### config.mk
export PLATFORM = sky130hd
export DESIGN_NAME = round_robin_slice_scheduler
export DESIGN_NICKNAME = d
export VERILOG_FILES = /design/src/rrss_pkg.sv /design/src/rrss_cell.sv /design/src/rrss_ring.sv /design/src/round_robin_slice_scheduler.sv
export SDC_FILE = /design/constraint.sdc
export NUM_CORES = 1
export LEC_CHECK = 0
export BUFFER_PORTS_ARGS = -buffer_cell sky130_fd_sc_hd__buf_2
export CAP_MARGIN = 20
export CORE_UTILIZATION = 55
export CTS_CLUSTER_SIZE = 25
export DETAILED_ROUTE_END_ITERATION = 7
export GPL_TIMING_DRIVEN = 0
export PLACE_DENSITY = 0.74
export SLEW_MARGIN = 20
export SYNTH_ARGS = -nofsm -noshare
export SYNTH_HDL_FRONTEND = slang
export SYNTH_SLANG_ARGS = --single-unit
### constraint.sdc
create_clock -name clk -period 29 [get_ports clk]
set_input_delay 4.35 -clock clk [delete_from_list [all_inputs] [get_ports clk]]
set_output_delay 4.35 -clock clk [all_outputs]
set_load 0.03 [all_outputs]
### src/rrss_pkg.sv
// rrss_pkg: types, op codes and constants of the round-robin slice scheduler.
// Used by rrss_cell, rrss_ring and round_robin_slice_scheduler. No dependencies.
package rrss_pkg;

  localparam int unsigned TIME_W        = 16;
  localparam int unsigned IDX_W         = 6;
  localparam int unsigned MAX_TASKS_DEF = 64;
  localparam logic [TIME_W-1:0] QUANTUM_RESET = 16'd10;
  localparam logic [TIME_W-1:0] ROUND_FIRST   = 16'd1;
  localparam logic [TIME_W-1:0] ROUND_MAX     = 16'hFFFF;

  // Op codes of an input beat
  localparam logic [1:0] OP_LOAD  = 2'd0;
  localparam logic [1:0] OP_ISSUE = 2'd1;
  localparam logic [1:0] OP_CLEAR = 2'd2;

  typedef struct packed {
    logic [1:0]        op;
    logic [TIME_W-1:0] burst_length;
  } in_t;

  typedef struct packed {
    logic [IDX_W-1:0]  task_index;
    logic [TIME_W-1:0] slice_length;
    logic [TIME_W-1:0] round_number;
    logic              all_done;
    logic              table_full;
  } out_t;

  // Control of the cell ring: rotate by one, or write the head cell
  typedef struct packed {
    logic              shift;
    logic              wr;
    logic [TIME_W-1:0] wdata;
  } ring_ctl_t;

  typedef enum logic [2:0] {
    ST_IDLE,
    ST_LOAD_SEEK,
    ST_ISSUE_SEEK,
    ST_SCAN,
    ST_RESULT
  } state_t;

endpackage

### src/rrss_cell.sv
// rrss_cell: one cell of the remaining-time ring; holds one slot's time left.
// Depends on rrss_pkg for the time width.
module rrss_cell (
  input  logic                        clk,
  input  logic                        shift,
  input  logic                        wr,
  input  logic [rrss_pkg::TIME_W-1:0] shift_in,
  input  logic [rrss_pkg::TIME_W-1:0] wdata,
  output logic [rrss_pkg::TIME_W-1:0] value
);

  logic [rrss_pkg::TIME_W-1:0] value_r;
  logic [rrss_pkg::TIME_W-1:0] value_nxt;

  // take the neighbor's value on a rotate, else a local write
  always_comb begin
    value_nxt = value_r;
    if (shift) begin
      value_nxt = shift_in;
    end else if (wr) begin
      value_nxt = wdata;
    end
  end

  always_ff @(posedge clk) begin
    value_r <= value_nxt;
  end

  assign value = value_r;

endmodule

### src/rrss_ring.sv
// rrss_ring: a closed row of rrss_cell; cell 0 is the head, seen by the control.
// Depends on rrss_pkg (ring_ctl_t) and rrss_cell.
module rrss_ring #(
  parameter int unsigned MAX_TASKS = rrss_pkg::MAX_TASKS_DEF
) (
  input  logic                        clk,
  input  rrss_pkg::ring_ctl_t         ctl,
  output logic [rrss_pkg::TIME_W-1:0] head_value
);

  logic [rrss_pkg::TIME_W-1:0] cell_val [MAX_TASKS];

  // each cell takes its upper neighbor's value on a rotate; the last takes the head
  for (genvar i = 0; i < MAX_TASKS; i++) begin : g_cell
    localparam int unsigned NEXT = (i + 1) % MAX_TASKS;
    rrss_cell u_cell (
      .clk      (clk),
      .shift    (ctl.shift),
      .wr       (ctl.wr && (i == 0)),
      .shift_in (cell_val[NEXT]),
      .wdata    (ctl.wdata),
      .value    (cell_val[i])
    );
  end

  assign head_value = cell_val[0];

endmodule

### src/round_robin_slice_scheduler.sv
// round_robin_slice_scheduler: top level, control sequencer and output register.
// Depends on rrss_pkg and rrss_ring (which uses rrss_cell).
//
// Usage:
//   Input beats (in_valid/in_stall, in_data) carry an op and a burst length.
//   A load puts the burst into the next free slot; an issue grants the next
//   task in slot order with time left a slice of min(remaining, quantum); a
//   clear empties the table. A load into a full table and an issue with no
//   time left return a flag beat (table_full or all_done).
//   Result beats leave on out_valid/out_stall from an output register; a new
//   input beat is taken while a result still waits there.
//   The per-slot times live in a rotating ring of cells; only the head cell is
//   read or written, so the ring turns until the wanted slot sits at the head.
//   A load turns the ring until the first free slot is at the head, then
//   writes it; an issue turns the ring to the serve pointer, then searches
//   onward past finished and unused slots, writes the granted slot and hands
//   the result over; the input side stalls until the sequencer is idle again.
//   Clear and unused ops need no ring turn. The user must write the quantum
//   (cfg_wr_en/cfg_wr_data) only while idle; the block itself does not enforce it.
//   Reset (rst_n low, synchronous): no tasks, serve pointer 0, round 1,
//   quantum 10, output empty. The ring contents are not cleared.
//   A stalled result holds the output register; once a second result is
//   ready the input side stalls until the first one is taken.
module round_robin_slice_scheduler #(
  parameter int unsigned MAX_TASKS = rrss_pkg::MAX_TASKS_DEF
) (
  input  logic                        clk,
  input  logic                        rst_n,
  input  logic                        in_valid,
  output logic                        in_stall,
  input  rrss_pkg::in_t               in_data,
  output logic                        out_valid,
  input  logic                        out_stall,
  output rrss_pkg::out_t              out_data,
  input  logic                        cfg_wr_en,
  input  logic [rrss_pkg::TIME_W-1:0] cfg_wr_data
);

  localparam int unsigned SLOT_W = (MAX_TASKS > 1) ? $clog2(MAX_TASKS) : 1;
  localparam int unsigned CNT_W  = $clog2(MAX_TASKS + 1);
  localparam logic [SLOT_W-1:0] SLOT_LAST = SLOT_W'(MAX_TASKS - 1);
  localparam logic [CNT_W-1:0]  CNT_MAX   = CNT_W'(MAX_TASKS);

  localparam int unsigned TW = rrss_pkg::TIME_W;

  rrss_pkg::state_t    state_r, state_nxt;
  logic [CNT_W-1:0]    tc_r, tc_nxt;
  logic [SLOT_W-1:0]   sp_r, sp_nxt;
  logic [TW-1:0]       round_r, round_nxt;
  logic [TW-1:0]       quantum_r, quantum_nxt;
  logic [SLOT_W-1:0]   head_r, head_nxt;
  logic [CNT_W-1:0]    checked_r, checked_nxt;
  logic                wrapped_r, wrapped_nxt;
  logic [TW-1:0]       burst_r, burst_nxt;
  rrss_pkg::out_t      res_r, res_nxt;
  rrss_pkg::out_t      out_r, out_nxt;
  logic                out_valid_r, out_valid_nxt;

  rrss_pkg::ring_ctl_t ring_ctl;
  logic [TW-1:0]       head_value;

  logic                in_fire;
  logic                out_free;
  logic [CNT_W-1:0]    head_cnt;
  logic [SLOT_W-1:0]   head_inc;
  logic [CNT_W-1:0]    slot_next;
  logic [TW-1:0]       slice;
  logic [TW-1:0]       round_a;
  logic [SLOT_W+5:0]   idx_ext;

  function automatic logic [TW-1:0] sat_inc(input logic [TW-1:0] v, input logic en);
    sat_inc = (en && (v != rrss_pkg::ROUND_MAX)) ? v + TW'(1) : v;
  endfunction

  rrss_ring #(
    .MAX_TASKS (MAX_TASKS)
  ) u_ring (
    .clk        (clk),
    .ctl        (ring_ctl),
    .head_value (head_value)
  );

  assign in_stall  = (state_r != rrss_pkg::ST_IDLE);
  assign in_fire   = in_valid && !in_stall;
  assign out_free  = !out_valid_r || !out_stall;
  assign out_valid = out_valid_r;
  assign out_data  = out_r;

  // slot arithmetic around the head cell
  assign head_cnt  = CNT_W'(head_r);
  assign head_inc  = (head_r == SLOT_LAST) ? '0 : head_r + SLOT_W'(1);
  assign slot_next = head_cnt + CNT_W'(1);
  assign slice     = (head_value < quantum_r) ? head_value : quantum_r;
  assign round_a   = sat_inc(round_r, wrapped_r);
  assign idx_ext   = {6'b0, head_r};

  // quantum register
  always_comb begin
    quantum_nxt = quantum_r;
    if (cfg_wr_en) begin
      quantum_nxt = cfg_wr_data;
    end
  end

  // sequencer: next state, ring control and scheduler state updates
  always_comb begin
    state_nxt     = state_r;
    tc_nxt        = tc_r;
    sp_nxt        = sp_r;
    round_nxt     = round_r;
    head_nxt      = head_r;
    checked_nxt   = checked_r;
    wrapped_nxt   = wrapped_r;
    burst_nxt     = burst_r;
    res_nxt       = res_r;
    ring_ctl      = '0;
    out_nxt       = out_r;
    out_valid_nxt = out_valid_r && out_stall;

    unique case (state_r)
      rrss_pkg::ST_IDLE: begin
        if (in_fire) begin
          burst_nxt = in_data.burst_length;
          res_nxt   = '0;
          unique case (in_data.op)
            rrss_pkg::OP_LOAD: begin
              if (tc_r >= CNT_MAX) begin
                res_nxt.table_full = 1'b1;
                state_nxt          = rrss_pkg::ST_RESULT;
              end else begin
                state_nxt = rrss_pkg::ST_LOAD_SEEK;
              end
            end
            rrss_pkg::OP_ISSUE: begin
              if (tc_r == '0) begin
                res_nxt.all_done = 1'b1;
                state_nxt        = rrss_pkg::ST_RESULT;
              end else begin
                checked_nxt = '0;
                wrapped_nxt = 1'b0;
                state_nxt   = rrss_pkg::ST_ISSUE_SEEK;
              end
            end
            rrss_pkg::OP_CLEAR: begin
              tc_nxt    = '0;
              sp_nxt    = '0;
              round_nxt = rrss_pkg::ROUND_FIRST;
            end
            default: begin
            end
          endcase
        end
      end

      // turn the ring until the first free slot is at the head, then write it
      rrss_pkg::ST_LOAD_SEEK: begin
        if (head_cnt == tc_r) begin
          ring_ctl.wr    = 1'b1;
          ring_ctl.wdata = burst_r;
          tc_nxt         = tc_r + CNT_W'(1);
          state_nxt      = rrss_pkg::ST_IDLE;
        end else begin
          ring_ctl.shift = 1'b1;
          head_nxt       = head_inc;
        end
      end

      // turn the ring to the serve pointer
      rrss_pkg::ST_ISSUE_SEEK: begin
        if (head_r == sp_r) begin
          state_nxt = rrss_pkg::ST_SCAN;
        end else begin
          ring_ctl.shift = 1'b1;
          head_nxt       = head_inc;
        end
      end

      // look at one cell per cycle for time left, skipping unused slots
      rrss_pkg::ST_SCAN: begin
        if (head_cnt < tc_r) begin
          if (checked_r == tc_r) begin
            res_nxt          = '0;
            res_nxt.all_done = 1'b1;
            state_nxt        = rrss_pkg::ST_RESULT;
          end else if (head_value != '0) begin
            ring_ctl.wr          = 1'b1;
            ring_ctl.wdata       = head_value - slice;
            res_nxt              = '0;
            res_nxt.task_index   = idx_ext[5:0];
            res_nxt.slice_length = slice;
            res_nxt.round_number = round_a;
            if (slot_next >= tc_r) begin
              sp_nxt    = '0;
              round_nxt = sat_inc(round_a, 1'b1);
            end else begin
              sp_nxt    = slot_next[SLOT_W-1:0];
              round_nxt = round_a;
            end
            state_nxt = rrss_pkg::ST_RESULT;
          end else begin
            checked_nxt    = checked_r + CNT_W'(1);
            ring_ctl.shift = 1'b1;
            head_nxt       = head_inc;
            if (head_r == SLOT_LAST) begin
              wrapped_nxt = 1'b1;
            end
          end
        end else begin
          ring_ctl.shift = 1'b1;
          head_nxt       = head_inc;
          if (head_r == SLOT_LAST) begin
            wrapped_nxt = 1'b1;
          end
        end
      end

      // hand the result beat to the output register once it is free
      rrss_pkg::ST_RESULT: begin
        if (out_free) begin
          out_nxt       = res_r;
          out_valid_nxt = 1'b1;
          state_nxt     = rrss_pkg::ST_IDLE;
        end
      end

      default: begin
        state_nxt = rrss_pkg::ST_IDLE;
      end
    endcase
  end

  // control registers
  always_ff @(posedge clk) begin
    if (!rst_n) begin
      state_r     <= rrss_pkg::ST_IDLE;
      tc_r        <= '0;
      sp_r        <= '0;
      round_r     <= rrss_pkg::ROUND_FIRST;
      quantum_r   <= rrss_pkg::QUANTUM_RESET;
      head_r      <= '0;
      checked_r   <= '0;
      wrapped_r   <= 1'b0;
      out_valid_r <= 1'b0;
    end else begin
      state_r     <= state_nxt;
      tc_r        <= tc_nxt;
      sp_r        <= sp_nxt;
      round_r     <= round_nxt;
      quantum_r   <= quantum_nxt;
      head_r      <= head_nxt;
      checked_r   <= checked_nxt;
      wrapped_r   <= wrapped_nxt;
      out_valid_r <= out_valid_nxt;
    end
  end

  // payload registers
  always_ff @(posedge clk) begin
    burst_r <= burst_nxt;
    res_r   <= res_nxt;
    out_r   <= out_nxt;
  end

  // checks
  a_tc_bound: assert property (@(posedge clk) disable iff (!rst_n)
    tc_r <= CNT_MAX)
    else $error("task count above table size");

  a_sp_in_table: assert property (@(posedge clk) disable iff (!rst_n)
    (sp_r == '0) || (CNT_W'(sp_r) < tc_r))
    else $error("serve pointer outside loaded slots");

  a_checked_bound: assert property (@(posedge clk) disable iff (!rst_n)
    checked_r <= tc_r || state_r != rrss_pkg::ST_SCAN)
    else $error("search passed more slots than loaded");

  a_ring_excl: assert property (@(posedge clk) disable iff (!rst_n)
    !(ring_ctl.shift && ring_ctl.wr))
    else $error("ring rotate and head write at once");

  a_result_handoff: assert property (@(posedge clk) disable iff (!rst_n)
    (state_r == rrss_pkg::ST_RESULT && out_free) |=> (out_valid_r && out_r == $past(res_r)))
    else $error("result beat not moved to output register");

endmodule

# After elaboration in Yosys (flattened, before gate mapping)
# Cells that the tools add are included.
dict set report word_totals {
  in_bits 39
  wordCells 226
  regBits 1183
}
dict set report classes {
  magnitude_cmp 4
  n_reduce_logical 25
  n_eq_ne 29
  n_mux 77
  n_addsub 7
}
# op count
set ops {}
lappend ops {{16-bit two-way mux} 11}
lappend ops {{40-bit two-way mux} 4}
lappend ops {{40-bit one-hot mux with 2 select lines} 1}
lappend ops {{6-bit two-way mux} 12}
lappend ops {{7-bit two-way mux} 9}
lappend ops {{17-bit two-way mux} 3}
lappend ops {{17-bit one-hot mux with 2 select lines} 1}
lappend ops {{16-bit by 1-bit adder with 16-bit output, second input constant} 2}
lappend ops {{16-bit != test, second input constant} 2}
lappend ops {{16-bit one-hot mux with 2 select lines} 1}
lappend ops {{7-bit one-hot mux with 2 select lines} 2}
lappend ops {{3-bit two-way mux} 9}
lappend ops {{2-bit != test, second input constant} 11}
lappend ops {{18-bit two-way mux} 1}
lappend ops {{6-bit one-hot mux with 3 select lines} 1}
lappend ops {{1-bit two-way mux} 17}
lappend ops {{16-bit less-than comparator} 1}
lappend ops {{16-bit nonzero test} 1}
lappend ops {{16-bit subtractor} 1}
lappend ops {{3-bit one-hot mux with 5 select lines} 1}
lappend ops {{7-bit by 1-bit adder with 7-bit output, second input constant} 2}
lappend ops {{7-bit AND reduction} 2}
lappend ops {{6-bit one-hot mux with 2 select lines} 1}
lappend ops {{6-bit AND reduction} 2}
lappend ops {{31 further kinds} 44}

# Depth between registers and ports, before layout
# Gate-level depths: netlist of the first run.
dict set report depth {
  depth_word 10
  ltp_mapped 22
  ltp_nobuf 20
}

# By module
# From an unflattened synthesis of the first run, not the netlist that was laid out.
dict set report unflattened {
  cells_unflattened 3178
  hier_area_um2 55977.4
}
# mod area_each_um2 seq_area_each_um2 n_inst cells_each
set by_module_without_submodules {}
lappend by_module_without_submodules {rrss_cell 732.0 480.5 64 35}
lappend by_module_without_submodules {round_robin_slice_scheduler 9128.8 4144.0 1 937}
lappend by_module_without_submodules {rrss_ring 3.8 0.0 1 1}

# Least setup slack after synthesis of the first run
# No wires, ideal clock.
dict set report synth_path {
  kind {register to register}
  start {register tc_r[1]}
  end {register u_ring.g_cell[0].u_cell.value_r (netlist bit u_ring.g_cell[0].u_cell.value[9]), data pin}
  n_path_buf 1
  required_time_ns 28.720
  slack_ns -3.241
  t_arrival_ns 31.961
  stages_incl_launch_ff 12
  setup_time_ns 0.280
  synth_period_minus_slack_ns 32.241
  path_cell_list {dfxtp_1 -> inv_1 -> ha_1 -> nor2b_1 -> o21a_1 -> o21a_1 -> o21ai_0 -> a211oi_1 -> a211o_1 -> clkbuf_1 -> a22oi_1 -> o31ai_1}
}
dict set report synth_between {
  elab_cells_between_ends 12
  classes_between {1 x order compare; 2 x eq/ne; 9 x mux}
}
# element line
set synth_rtl {}
lappend synth_rtl {{start: declaration} round_robin_slice_scheduler.sv:47} ;# logic [CNT_W-1:0] tc_r, tc_nxt;
lappend synth_rtl {{start signal: assignment} round_robin_slice_scheduler.sv:246} ;# tc_r <= tc_nxt;
lappend synth_rtl {{branches (longest 3 deep; another with 6-bit by 7-bit less-than comparator with 1-bit output)} --}
lappend synth_rtl {{1-bit one-hot mux with 3 select lines (*)} round_robin_slice_scheduler.sv:120} ;# unique case (state_r)
lappend synth_rtl {{net u_ring.g_cell[0].u_cell.shift} rrss_cell.sv:5} ;# input logic shift,
lappend synth_rtl {{16-bit two-way mux (*)} rrss_cell.sv:18} ;# if (shift) begin
lappend synth_rtl {{net u_ring.g_cell[0].u_cell.value_nxt (one bit)} rrss_cell.sv:13} ;# logic [rrss_pkg::TIME_W-1:0] value_nxt;
lappend synth_rtl {{end signal: assignment} rrss_cell.sv:26} ;# value_r <= value_nxt;
lappend synth_rtl {{end: declaration} rrss_cell.sv:12} ;# logic [rrss_pkg::TIME_W-1:0] value_r;
# Mark *: on every way through the listed nets, which the timed path passes. The select of a mux whose other input is x is not followed.
# A chain may end at the register's enable or synchronous reset.

# Worst setup path after layout of the first run
dict set report layout_path {
  start {register u_ring.g_cell[0].u_cell.value_r (netlist bit u_ring.g_cell[0].u_cell.value[11])}
  end {register u_ring.g_cell[0].u_cell.value_r (netlist bit u_ring.g_cell[0].u_cell.value[12]), data pin}
}
dict set report layout_between {
  elab_chain_len 9
  elab_cells_between_ends 13
  classes_between {1 x add/sub; 1 x order compare; 10 x mux; 1 x reduce/logical}
}
# element line
set layout_lines {}
lappend layout_lines {{16-bit less-than comparator} round_robin_slice_scheduler.sv:93} ;# assign slice = (head_value < quantum_r) ? head_value : quantum_r;
lappend layout_lines {{16-bit two-way mux} round_robin_slice_scheduler.sv:93}
lappend layout_lines {{16-bit subtractor} round_robin_slice_scheduler.sv:187} ;# ring_ctl.wdata = head_value - slice;
lappend layout_lines {{17-bit two-way mux} round_robin_slice_scheduler.sv:185} ;# end else if (head_value != '0) begin
lappend layout_lines {{18-bit two-way mux (*)} round_robin_slice_scheduler.sv:181} ;# if (checked_r == tc_r) begin
lappend layout_lines {{17-bit two-way mux} round_robin_slice_scheduler.sv:180} ;# if (head_cnt < tc_r) begin
lappend layout_lines {{17-bit one-hot mux with 2 select lines} round_robin_slice_scheduler.sv:120}
lappend layout_lines {{16-bit two-way mux} rrss_cell.sv:20} ;# end else if (wr) begin
lappend layout_lines {{16-bit two-way mux (*)} rrss_cell.sv:18}
lappend layout_lines {{net u_ring.g_cell[0].u_cell.value_nxt (one bit)} rrss_cell.sv:13}
# Mark *: on every way through the listed nets, which the timed path passes. The rest lies on a longest branch. The select of a mux whose other input is x is not followed.

==> results.cfg, run 1 <==
[status]
outcome = finished, final reports clean

[cts]
clockBufferDepth = 3
cts-resized-gates = 0
cts-htree-levels = 3
clkLatencyLatePin_ns = 0.67
clock_tree.root_cell = clkbuf_16
cts_tree = built
cts_num_sinks = 1183
post-cts-setup-buffers = 0
clk_pin_slew_ns = 0.07
cts_hold_buf = 0
cts_buffers = 105

[pwr]
fin_total_pwr_uw = 3650
power.density_nw_per_um2 = 80.7
power_leakage_uw = 0.0147
power_switching_uw = 797
worst_ir_drop_vdd_uv = 79.7
sw_frac_of_total = 0.219
p_seq_frac = 0.549
pwr-share-clk = 0.393
p_comb_frac = 0.058
internal_power_uw = 2850

[floorplan]
coreArea_um2 = 71400
io_pins = 81
initial_core_util = 0.555
rows = 98
die_x_um = 270
die_h_um = 270
die-area_um2 = 73100

[sta]
fin_tns_setup_ns = 0
maxClockFrequency_mhz = 137
grt_setup_unrepaired = no
worst_slew_pin_slew_ns = 0.992
fin_crit_ns = 7.30
post-route-period-util = 0.252
hold_violations = 0
finalSetupViolations = 0
slew_violations = 0
fin_skew_ns = 0.0432
max_slew_margin = 0.335

[layout]
fillerInstances = 4823
drive_gt1_frac = 0.132
layout.cells.non_filler = 3161
n_antenna_cell = 0
areaGrowthSynthToFinish_pct = 14.0
final_common_cell = edfxtp_1
final_cell_mix = edfxtp_1, nor2_1, clkbuf_16, buf_2, nand2_1
num-nets-final = 2208

[placed_design]
dp.cells = 2968
port_buffers = 79
dp_hpwl_mm = 39.1
place_congestion = 0.835

[synthesis]
synth-main-ff-cell = edfxtp_1
synth_warnings = 0
synth_edf_count = 1120
synth_cells = 1922
ys_ff_latch = 1183
yosysSeqAreaShare = 0.880
ys_top_cells_by_area = edfxtp_1, dfxtp_1, ha_1, nor2_1, xor2_1
synth_cell_types = 91
synth_top_cell_by_area = edfxtp_1
synth_nets = 2005
async_flop_share = 0
syn_area_per_cell_um2 = 20.6
yosysTopAreaCellShare = 0.849
syn-cell-area_um2 = 39600

[routing]
num_vias = 17376
wl_per_cell_um = 21.8
drtIter0Drc = 1560
ant_nets = 0
wirelength_mm = 68.9
drc = 0
via_per_inst = 5.50
drt_pass1_iterations = 6

[grt]
grt_pass1_vias = 17105
grt_use_total = 0.189
grt-ovfl-total = 0
antenna_found_initial = 1
grt_max_degree = 110
grt_pass1_wl_mm = 104

[critical_path]
cp_common_cell = o21ai_0
required_ns = 29.36
worstPathMaxFanout = 10
slowest_delay_ns = 0.74
worstPathArrival_ns = 7.67
slowest_stage = a21oi_1
worstPathCellList = ha_1 > a41oi_1 > o21ai_0 > a21oi_1 > and2_1 > clkbuf_1 > clkbuf_1 > buf_1 > nor2_1 > a21oi_1 > ha_1 > a21o_1 > maj3_1 > o21ai_0 > a222oi_1 > a211o_1 > a311oi_1 > a31o_2 > xor2_1 > o21ai_0
startpoint_type = flip-flop
crit_type = reg2reg
end_kind = flip-flop

[hold_path]
holdCritPathClass = reg2reg

[run]
drv_cap = 0
-- flip-flops by register name (all words and copies together), names as in the netlist, 7 cells and up --
signal / flops
u_ring.g_cell.u_cell.value: 1024
out_data: 40
res_r: 40
burst_r: 16
quantum_r: 16
round_r: 16
checked_r: 7
tc_r: 7
-- per-layer routing --
layer  GRT usage  vias up  wire [um]
li1            -     7937          -
met1       0.274     8850      31200
met2       0.290      466      31800
met3      0.0462      123       4170
met4      0.0531        0       1660
met5           0        -          0
-- power by group through the flow --
| stage | Combinational (uW) | Sequential [uW] | Clock (uW) |
|---|---|---|---|
| final | 211 | 2000 | 1430 |
| after global routing | 230 | 2010 | 1530 |
| after CTS | 210 | 2000 | 1470 |
| after detailed placement | 209 | 2030 | 0 |
| after global placement | 195 | 2110 | 0 |
| after floorplan | 135 | 2080 | 0 |
-- critical path: cells and delay by family (launching register included) --
kind | cells | cell delay [ns]
AND/OR/NAND/NOR | 2 | 0.31
XOR/XNOR | 1 | 0.25
flip-flops | 1 | 0.71
AO/OA/AOI/OAI | 11 | 3.34
adder cells (fa/ha/maj) | 3 | 1.14
buffers and inverters | 3 | 1.25
-- cell families (layout without fill, tap and decap cells) --
family | count (synthesis) | after routing | share of synthesized area
AND/OR/NAND/NOR | 315 | 315 | 0.0389
flip-flops | 1183 | 1183 | 0.880
adder cells (fa/ha/maj) | 47 | 47 | 0.0148
AO/OA/AOI/OAI | 209 | 209 | 0.0383
buffers and inverters | 87 | 376 | 0.00890
XOR/XNOR | 58 | 58 | 0.0128
multiplexers | 23 | 23 | 0.00587
-- final cells by class --
cell class	count	area [um2]	area share
tap	950	1190	0.0263
sequential	1183	34900	0.772
multi-input combinational	652	4420	0.0977
inverter	50	188	0.00415
timing repair buffer	96	728	0.0161
clock inverter	63	843	0.0187
buffer	37	175	0.00388
clock buffer	130	2750	0.0609
-- through the flow --
stage	hold slack (ns)	worst slack, ns	instance area [um2]	util
finish	0.399	21.70	45200	0.633
global route	0.401	21.46	45200	0.633
CTS	0.399	21.96	45200	0.633
detailed placement	0.405	21.96	41600	0.583
global placement	0.402	4.98	41200	0.578
floorplan	0.400	12.87	39600	-
-- Yosys cell counts, drive strengths merged, types with 3 or more instances --
library cell	number
a2111oi	4
a211o	6
a211oi	5
a21boi	4
a21oi	47
a221o	5
a222oi	4
a22o	9
a22oi	17
a311oi	4
a31oi	8
a41oi	3
and2	9
and3	11
and4	7
buf	9
clkbuf	27
dfxtp	63
edfxtp	1120
ha	43
inv	49
maj3	3
mux2i	21
nand2	71
nand2b	6
nand3	18
nand3b	3
nand4	22
nor2	115
nor2b	13
nor3	13
nor4	14
o2111ai	4
o211ai	6
o21a	7
o21ai	41
o2bb2ai	4
o31ai	4
or2	4
or3	3
or4	3
xnor2	27
xor2	31
-- final timing paths --
check | endpoint | slack (ns) | from | depth (start not counted)
setup / recovery | u_ring.g_cell[0].u_cell.value[12]$_DFFE_PP_ | 21.70 | u_ring.g_cell[0].u_cell.value[11]$_DFFE_PP_ | 20
hold / removal | out_data[5]$_DFFE_PP_ | 0.40 | res_r[5]$_SDFFCE_PP0P_ | 0
setup reg to reg | u_ring.g_cell[0].u_cell.value[12]$_DFFE_PP_ | 21.70 | u_ring.g_cell[0].u_cell.value[11]$_DFFE_PP_ | 20
hold reg to reg | out_data[5]$_DFFE_PP_ | 0.40 | res_r[5]$_SDFFCE_PP0P_ | 0
Power figures use the tool's default switching activity.
==> run 2: changes to the inputs <==
--- a/config.mk
+++ b/config.mk
@@ -5,13 +5,14 @@
 export SDC_FILE = /design/constraint.sdc
 export NUM_CORES = 1
 export LEC_CHECK = 0
+export ABC_AREA = 1
 export BUFFER_PORTS_ARGS = -buffer_cell sky130_fd_sc_hd__buf_2
 export CAP_MARGIN = 20
 export CORE_UTILIZATION = 55
 export CTS_CLUSTER_SIZE = 25
 export DETAILED_ROUTE_END_ITERATION = 7
 export GPL_TIMING_DRIVEN = 0
-export PLACE_DENSITY = 0.74
+export PLACE_DENSITY = 0.71
 export SLEW_MARGIN = 20
 export SYNTH_ARGS = -nofsm -noshare
 export SYNTH_HDL_FRONTEND = slang
==> constraint.sdc (replaced) <==
create_clock -name clk -period 7.5 [get_ports clk]
set_input_delay 1.125 -clock clk [delete_from_list [all_inputs] [get_ports clk]]
set_output_delay 1.125 -clock clk [all_outputs]
set_load 0.03 [all_outputs]
==> run 2 against run 1 <==
Synthesized cell count up 13%. Synthesized area grew 0.90%. Die area increased by 0.89%. Largest cell class unchanged. Critical path type unchanged. Highest routed layer unchanged. Non-clock buffer count is 13 lower. Total power rose to 5.1 times the previous value. Routed wire length decreased by 4.8%. Via count rose by 3.1%. Sequential share of layout area is 0.36 points lower. Combinational power rose to 13 times the previous value. Largest power group unchanged.
==> results.cfg, run 2 <==
[status]
outcome = finished, final reports clean

[synthesis]
synth_edf_count = 1120
syn-cell-area_um2 = 40000
yosysSeqAreaShare = 0.872
synth-main-ff-cell = edfxtp_1
syn_area_per_cell_um2 = 18.5
yosysMostFrequentCell = edfxtp_1
synth_cells = 2163
synth_cell_types = 52
async_flop_share = 0
synth_top_cell_by_area = edfxtp_1
ys_ff_latch = 1183
yosysTopAreaCellShare = 0.841
synthTopCellsByCount = edfxtp_1, nand2_1, inv_1
synth_warnings = 0
synth_nets = 2246
ys_top_cells_by_area = edfxtp_1, dfxtp_1, nand2_1, ha_1, inv_1

[pwr]
p_comb_frac = 0.150
fin_total_pwr_uw = 18400
internal_power_uw = 13400
worst_ir_drop_vdd_uv = 329
power.density_nw_per_um2 = 406
sw_frac_of_total = 0.272
power_switching_uw = 5010
p_seq_frac = 0.556
pwr-share-clk = 0.293
power_leakage_uw = 0.0154

[critical_path]
worstPathCellList = inv_1 > ha_1 > inv_1 > nor2_1 > a22oi_1 > nand2_1 > nand2_1 > nand3_1 > nor2_1 > clkinv_1 > clkbuf_16 > buf_16 > buf_16 > buf_16 > nand2_1 > nand3_1
cp.buffers_inverters = 7
crit_type = reg2reg
worstPathMaxFanout = 185
cp-startpoint = tc_r[5]$_SDFFE_PN0P_
startpoint_type = flip-flop
r2r_slack_ns = 2.39
path_delay_family = buffers and inverters
end_kind = flip-flop
slowest_stage = clkinv_1
required_ns = 7.90
slowest_delay_ns = 0.50
timing.rr.start = tc_r[5]$_SDFFE_PN0P_
worstPathArrival_ns = 5.51

[grt]
antenna_found_initial = 5
grt_pass1_wl_mm = 100
grt-ovfl-total = 0
grt_max_degree = 186
grt_use_total = 0.180
grt_pass1_vias = 17265

[cts]
cts-resized-gates = 0
clockBufferDepth = 3
cts_tree = built
cts_num_sinks = 1183
cts_buffers = 110
clock_tree.root_cell = clkbuf_16
post-cts-setup-buffers = 0
cts_hold_buf = 0
cts-htree-levels = 3
clkLatencyLatePin_ns = 0.67
clk_pin_slew_ns = 0.06

[sta]
post-route-period-util = 0.682
worst_slew_pin_slew_ns = 0.940
max_slew_margin = 0.372
finalSetupViolations = 0
grt_setup_unrepaired = no
fin_crit_ns = 5.11
maxClockFrequency_mhz = 196
fin_skew_ns = 0.0398
fin_tns_setup_ns = 0
hold_violations = 0
slew_violations = 0

[layout]
largest_reg_flops = 1024
fillerInstances = 4946
areaGrowthSynthToFinish_pct = 13.5
n_antenna_cell = 0
num-nets-final = 2450
final_cell_mix = edfxtp_1, nand2_1, inv_1, nor2_1, clkbuf_16
final_common_cell = edfxtp_1
post-route-util = 0.633
drive_gt1_frac = 0.128

[floorplan]
die_h_um = 272
die-area_um2 = 73800
io_pins = 81
coreArea_um2 = 71700
die_x_um = 272
rows = 98
initial_core_util = 0.558

[routing]
drc = 0
drtIter0Drc = 1598
wl_per_cell_um = 19.3
drt_pass1_iterations = 7
ant_nets = 0
wirelength_mm = 65.6
num_vias = 17916
via_per_inst = 5.26

[placed_design]
port_buffers = 80
place_congestion = 0.854
dp_hpwl_mm = 37.4

[hold_path]
min_from = u_ring.g_cell[50].u_cell.value[1]$_DFFE_PP_
holdCritPathClass = reg2reg

[run]
drv_cap = 0
-- run 2: final timing paths --
path / to / depth (start not counted)
max: u_ring.g_cell[0].u_cell.value[11]$_DFFE_PP_ / 16
min: u_ring.g_cell[49].u_cell.value[1]$_DFFE_PP_ / 0
max reg2reg: u_ring.g_cell[0].u_cell.value[11]$_DFFE_PP_ / 16
min reg2reg: u_ring.g_cell[49].u_cell.value[1]$_DFFE_PP_ / 0
-- run 2: logic make-up (layout without fill, tap and decap cells) --
logic type	count (synthesis)	in the layout	share of synthesized area
adder cells (fa/ha/maj)	44	44	0.0140
buffers and inverters	174	466	0.0169
AND/OR/NAND/NOR	562	562	0.0649
flip-flops	1183	1183	0.872
XOR/XNOR	30	30	0.00704
AO/OA/AOI/OAI	170	170	0.0247
-- run 2: cell type report --
| class | count | area [um2] | area share |
|---|---|---|---|
| Tap cell | 950 | 1190 | 0.0262 |
| Timing Repair Buffer | 92 | 651 | 0.0143 |
| Clock buffer | 132 | 2880 | 0.0634 |
| Inverter | 146 | 548 | 0.0121 |
| Multi-Input combinational cell | 806 | 4450 | 0.0980 |
| Clock inverter | 68 | 644 | 0.0142 |
| Sequential cell | 1183 | 34900 | 0.769 |
| Buffer | 28 | 149 | 0.00328 |
-- run 2: through the flow --
stage | cells | area (um2) | setup slack [ns] | hold slack [ns]
global route | 3405 | 45400 | 2.11 | 0.389
CTS | 3405 | 45400 | 2.44 | 0.380
global placement | 3193 | 41600 | -0.627 | 0.401
floorplan | 2163 | 40000 | 1.34 | 0.400
detailed placement | 3205 | 41900 | 2.43 | 0.405
finish | 3405 | 45400 | 2.39 | 0.391
-- run 2: power groups by stage --
stage	clock, uW	sequential [uW]	combinational, uW
finish	5400	10200	2770
global route	5790	10400	3100
floorplan	0	10500	1940
global placement	0	10800	2590
CTS	5560	10300	2790
detailed placement	0	10300	2790
-- run 2: metal layers --
metal | global-route usage | wire length (um) | vias up
met5 | 0 | 0 | -
met4 | 0.0548 | 1410 | 0
met3 | 0.0302 | 3440 | 106
met2 | 0.262 | 29100 | 499
met1 | 0.280 | 31600 | 8880
li1 | - | - | 8431
